==> src/sv/pei_pkg.sv <==
// Shared types and constants for the particle Euler integrator.
// No dependencies; imported by every module of the block.
package pei_pkg;

    localparam int WORD_BITS = 32;

    // Configuration register indexes
    typedef enum logic [1:0] {
        REG_GRAVITY_X = 2'd0,
        REG_GRAVITY_Y = 2'd1,
        REG_GRAVITY_Z = 2'd2,
        REG_TIME_STEP = 2'd3
    } cfg_reg_t;

    localparam logic [1:0] AXIS_X = 2'd0;
    localparam logic [1:0] AXIS_Y = 2'd1;
    localparam logic [1:0] AXIS_Z = 2'd2;

    typedef struct packed {
        logic [1:0]                  axis;
        logic [WORD_BITS-2:0]        mass;
        logic [WORD_BITS-2:0]        moment_of_inertia;
        logic signed [WORD_BITS-1:0] force_req;
        logic signed [WORD_BITS-1:0] torque;
        logic signed [WORD_BITS-1:0] velocity;
        logic signed [WORD_BITS-1:0] angular_velocity;
        logic signed [WORD_BITS-1:0] position;
    } req_t;

    typedef struct packed {
        logic [1:0]                  axis_out;
        logic signed [WORD_BITS-1:0] new_velocity;
        logic signed [WORD_BITS-1:0] new_angular_velocity;
        logic signed [WORD_BITS-1:0] new_position;
        logic                        overflow;
    } rsp_t;

endpackage

==> src/sv/pei_adv.sv <==
// Two-stage Euler advance: base + floor(dt * rate / 2^FRAC_BITS), saturated.
// Stage one multiplies, stage two shifts, adds and clamps; depends on pei_pkg.
module pei_adv
    import pei_pkg::*;
#(
    parameter int FRAC_BITS = 16
)
(
    input  logic                        clk,
    input  logic                        en,
    input  logic [WORD_BITS-2:0]        dt,
    input  logic signed [WORD_BITS-1:0] base,
    input  logic signed [WORD_BITS-1:0] rate,
    output logic signed [WORD_BITS-1:0] result,
    output logic                        ovf
);

    localparam int W = WORD_BITS;
    localparam int P = 2 * WORD_BITS;
    localparam int S = P + 1;

    logic signed [P-1:0] prod_reg;
    logic signed [W-1:0] base_reg;
    logic signed [P-1:0] shifted;
    logic [S-1:0]        sum;
    logic                fit;
    logic signed [W-1:0] result_reg, result_next;
    logic                ovf_reg;

    always_ff @(posedge clk)
    begin
        if (en)
        begin
            prod_reg <= $signed({1'b0, dt}) * rate;
            base_reg <= base;
        end
    end

    // Arithmetic shift rounds toward minus infinity
    assign shifted = prod_reg >>> FRAC_BITS;
    assign sum     = {{(S-W){base_reg[W-1]}}, base_reg} + {shifted[P-1], shifted};
    assign fit     = (&sum[S-1:W-1]) || (~|sum[S-1:W-1]);

    assign result_next = fit ? sum[W-1:0] : {sum[S-1], {(W-1){~sum[S-1]}}};

    always_ff @(posedge clk)
    begin
        if (en)
        begin
            result_reg <= result_next;
            ovf_reg    <= ~fit;
        end
    end

    assign result = result_reg;
    assign ovf    = ovf_reg;

endmodule

==> config.mk <==
export PLATFORM = sky130hd
export DESIGN_NAME = pei_adv
export DESIGN_NICKNAME = d
export VERILOG_FILES = /design/src/sv/pei_pkg.sv /design/src/sv/pei_adv.sv
export SDC_FILE = /design/constraint.sdc
export NUM_CORES = 2
export LEC_CHECK = 0
export BUFFER_PORTS_ARGS = -buffer_cell sky130_fd_sc_hd__buf_4
export CAP_MARGIN = 30
export CORE_MARGIN = 10
export CORE_UTILIZATION = 45
export CTS_CLUSTER_SIZE = 20
export DETAILED_ROUTE_END_ITERATION = 7
export GPL_ROUTABILITY_DRIVEN = 0
export PLACE_DENSITY = 0.6
export SKIP_LAST_GASP = 1
export SYNTH_ARGS = -nofsm -noshare
export SYNTH_HDL_FRONTEND = slang
export SYNTH_SLANG_ARGS = --single-unit
==> constraint.sdc <==
create_clock -name clk -period 14.61 [get_ports clk]
set_input_delay 2.922 -clock clk [delete_from_list [all_inputs] [get_ports clk]]
set_output_delay 2.922 -clock clk [all_outputs]
set_load 0.05 [all_outputs]
# After elaboration in Yosys (flattened, before gate mapping)
# Index checks and enable logic that the tools add are counted.
dict set report word_totals {
  reg_bits 129
  in_bits 97
}
dict set report classes {
  add_sub_neg 1
  n_mul 1
  muxes 1
  n_bitwise 2
  n_reduce_logical 4
}
# cell count
set ops {}
lappend ops {{$mul A32 B32 Y64} 1}
lappend ops {{$add A32 B48 Y49} 1}
lappend ops {{$reduce_and A34 Y1} 1}
lappend ops {{$reduce_or A34 Y1} 1}
lappend ops {{$mux W32} 1}
lappend ops {{$not A1 Y1} 2}
lappend ops {{$logic_not A1 Y1} 1}
lappend ops {{$logic_or A1 B1 Y1} 1}

# Logic depth before layout (Yosys ltp)
dict set report logic_depth {
  depth_word 5
  depth_mapped 28
  ltp_nobuf 26
}

# Worst setup path after synthesis
# No wires, ideal clock.
dict set report synth_path {
  kind {in2reg}
  start {input port rate[0]}
  end {register prod_reg[57], data pin}
  setup_ns 0.174
  arrival_time_ns 9.652
  required_time_ns 14.436
  setup_slack_ns 4.784
  stages 24
  path_cell_list {clkbuf_1 -> clkbuf_1 -> and2_1 -> ha_1 -> fa_1 -> inv_1 -> fa_1 -> fa_1 -> inv_1 -> fa_1 -> fa_1 -> fa_1 -> fa_1 -> ha_1 -> clkbuf_1 -> and3_1 -> nand3_1 -> o211ai_1 -> o21ai_0 -> nand2_1 -> a21oi_1 -> o311ai_0 -> a2111oi_0 -> a311oi_1}
}
dict set report synth_via {
  elab_chain_len 1
}
# item line
set synth_rtl {}
lappend synth_rtl {{start: declaration} pei_adv.sv:13} ;# input logic signed [WORD_BITS-1:0] rate,
lappend synth_rtl {{$mul A32 B32 Y64} pei_adv.sv:34} ;# prod_reg <= $signed({1'b0, dt}) * rate;
lappend synth_rtl {{end signal: assignment} pei_adv.sv:34}
lappend synth_rtl {{end: declaration} pei_adv.sv:22} ;# logic signed [P-1:0] prod_reg;
# No other way between the ends.
# A chain may end at the register's enable or synchronous reset.

# Final worst setup path
dict set report layout_path {
  start {input port dt[14]}
  end {register prod_reg[57], data pin}
}
dict set report layout_via {
  elab_chain_len 1
}
# item line
set layout_rtl {}
lappend layout_rtl {{start: declaration} pei_adv.sv:11} ;# input logic [WORD_BITS-2:0] dt,
lappend layout_rtl {{$mul A32 B32 Y64} pei_adv.sv:34}
# No other way between the ends.

==> impl_metrics.ini <==
[logic_synthesis]
synth.area.top_cells = fa_1 (44%), ha_1 (11%), and2_1 (9.5%), edfxtp_1 (8.5%), inv_1 (8.0%)
synth_area_um2 = 39800
netlist_top_cells_count = fa_1 (867), inv_1 (851), and2_1 (607), nand2_1 (444), ha_1 (341)
synth_edf_count = 113
yosysWarnings = 0
async_flop_share_pct = 0
synth_top_cell_by_area = fa_1
synth_cell_types = 84
postSynthAreaPerCell_um2 = 9.39
yosysMostFrequentCell = fa_1
netlist.area_leader.share_pct = 43.6
yosysSeqAreaShare_pct = 8.53
synthFlopType = edfxtp_1
syn_inst = 4238
syn_nets = 5543
ys_seq_elements = 113

[global_route]
track_usage_pct = 22.1
grt_pass1_vias = 30500
antenna_found_initial = 1
grt_first_pass_wirelength_um = 174000
grt_overflow = 0
grt_start_max_net_pins = 59

[detailed_routing]
routed_wl_um = 109000
drc = 0
num_vias = 28500
wl_per_cell_um = 20.5
avgViaCountPerCell = 5.35
ant_nets = 0
first_iter_violations = 1730
firstDrtPassIters = 6

[sta]
holdWs_ns = 0.739
setup_viol_count_final = 0
worst_slew_pin_slew_ns = 0.929
fin_crit_sh_pct = 71.7
hold_viol_final = 0
finalMaxSlewViolations = 0
rsz0062_at_grt = no
fin_crit_ns = 10.47
max_freq_ghz = 0.0955
relSlewSlack_pct = 37.3
setup_tns_ns = 0
skew_ns = 0.0163

[cells_and_area]
multi_input_area_um2 = 32200
nNetsFinal = 5463
utilization_pct = 47.9
largest_reg_flops = 48
regArea_um2 = 3390
final_layout_size_suffix_gt1_share_pct = 5.06
area_growth_pct = 5.10
fill_cells = 8396

[critical_path]
r2r_slack_ns = 9.70
end_kind = register
cp_max_fo = 32
critPathLaunch = dt[14]
worstPathRequired_ns = 14.85
crit-reg2reg-launch = base_reg[31]
reg2regPathDepth = 11
cp_data_arrival_time_ns = 10.71
criticalPathCategory = in -> reg
critPathLaunchType = input port

[die]
chipHeight_um = 317
initial_core_util_pct = 45.6
ios = 130
core_um2 = 87300
rows = 108
die_width_um = 317
die_area_um2 = 101000

[cts]
cts_sinks = 113
insertion_delay_ns = 0.43
cts_tree = yes
cts.path.max_buffers = 2
postCtsResizedCells = 0
cts_hold_buf = 0
cts-root-buf = clkbuf_16
cts_inserted_buffers = 17
clk_pin_slew_ns = 0.06
cts_max_level = 4
postCtsSetupBuffers = 0

[outcome]
status = completed

[placement]
io_buffers = 129
hpwl_um = 87500

[hold_path]
holdCritStartpoint = base_reg[0]
hold_depth = 3
worstHoldPathType = reg -> reg

[flow_run]
cap_viol_max_count = 0
through the flow:
step / instances / area (um^2) / worst slack [ns]
6_report: 5328 / 41800 / 4.14
5_1_grt: 5326 / 41800 / 3.70
4_1_cts: 5325 / 41800 / 4.20
3_5_place_dp: 5293 / 41200 / 3.78
3_3_place_gp: 5293 / 41200 / 3.86
2_1_floorplan: 4238 / 39800 / 4.78
layer usage:
metal | up-vias | share of wire [%] | track usage [%]
li1 | 12700 | - | -
met1 | 14800 | 42 | 28.9
met2 | 828 | 50 | 37.9
met3 | 160 | 5.2 | 2.70
met4 | 0 | 3.5 | 7.15
met5 | - | 0 | 0
layout by cell type (no fill, tap or decap), types with 15 or more instances in the layout:
| cell | count |
|---|---|
| fa_1 | 867 |
| inv_1 | 851 |
| and2_1 | 607 |
| nand2_1 | 444 |
| ha_1 | 341 |
| buf_4 | 131 |
| a21oi_1 | 128 |
| edfxtp_1 | 113 |
| nor2_1 | 79 |
| o21ai_0 | 74 |
| xnor2_1 | 51 |
| a21o_1 | 37 |
| nand3_1 | 35 |
| xor2_1 | 34 |
| nor2b_1 | 31 |
| nand2b_1 | 30 |
| nand4_1 | 25 |
| and3_1 | 24 |
| nor3_1 | 22 |
| a21oi_2 | 21 |
| o211ai_1 | 18 |
| clkbuf_16 | 17 |
| o21bai_1 | 16 |
| o21a_1 | 15 |
cell families after synthesis:
group | share of synthesized area (%)
and+or+nand+nor | 17.7
adders and majority gates | 54.4
buffers and inverters | 10.6
AOI/OAI and AO/OA | 6.78
DFF | 8.53
xor gates and xnor gates | 1.87
muxes | 0.104
worst max-delay path, cell delays in order:
cell       delay (ns)
buf_4            0.32
and2_1           0.21
fa_1             0.44
fa_1             0.49
inv_1            0.05
fa_1             0.47
fa_1             0.54
inv_1            0.05
fa_1             0.49
inv_1            0.05
fa_1             0.53
inv_1            0.05
fa_1             0.49
fa_1             0.41
ha_1             0.36
nand2_1          0.08
nor2_1           0.18
nand3_1          0.13
nor3_1           0.35
o21ai_0          0.24
nand2_1          0.18
a21oi_1          0.18
o311ai_0         0.85
a2111oi_0        0.26
a311oi_1         0.31
path summary, 6_finish.rpt:
check / end
setup / recovery: prod_reg[57]
hold / removal: result[0]
setup reg to reg: result[5]
hold reg to reg: result[0]
area by class of cell:
cell class / instances / area share [%]
Tap cell: 1155 / 3.46
Clock buffer: 17 / 1.02
Multi-Input combinational cell: 3043 / 76.9
Clock inverter: 15 / 0.416
Timing Repair Buffer: 132 / 2.40
Inverter: 851 / 7.64
Antenna cell: 2 / 0.0120
Sequential cell: 113 / 8.12
Power is left out: the tool's default activity adds up to more than one toggle a clock period on the data nets, which glitch-free logic cannot reach.
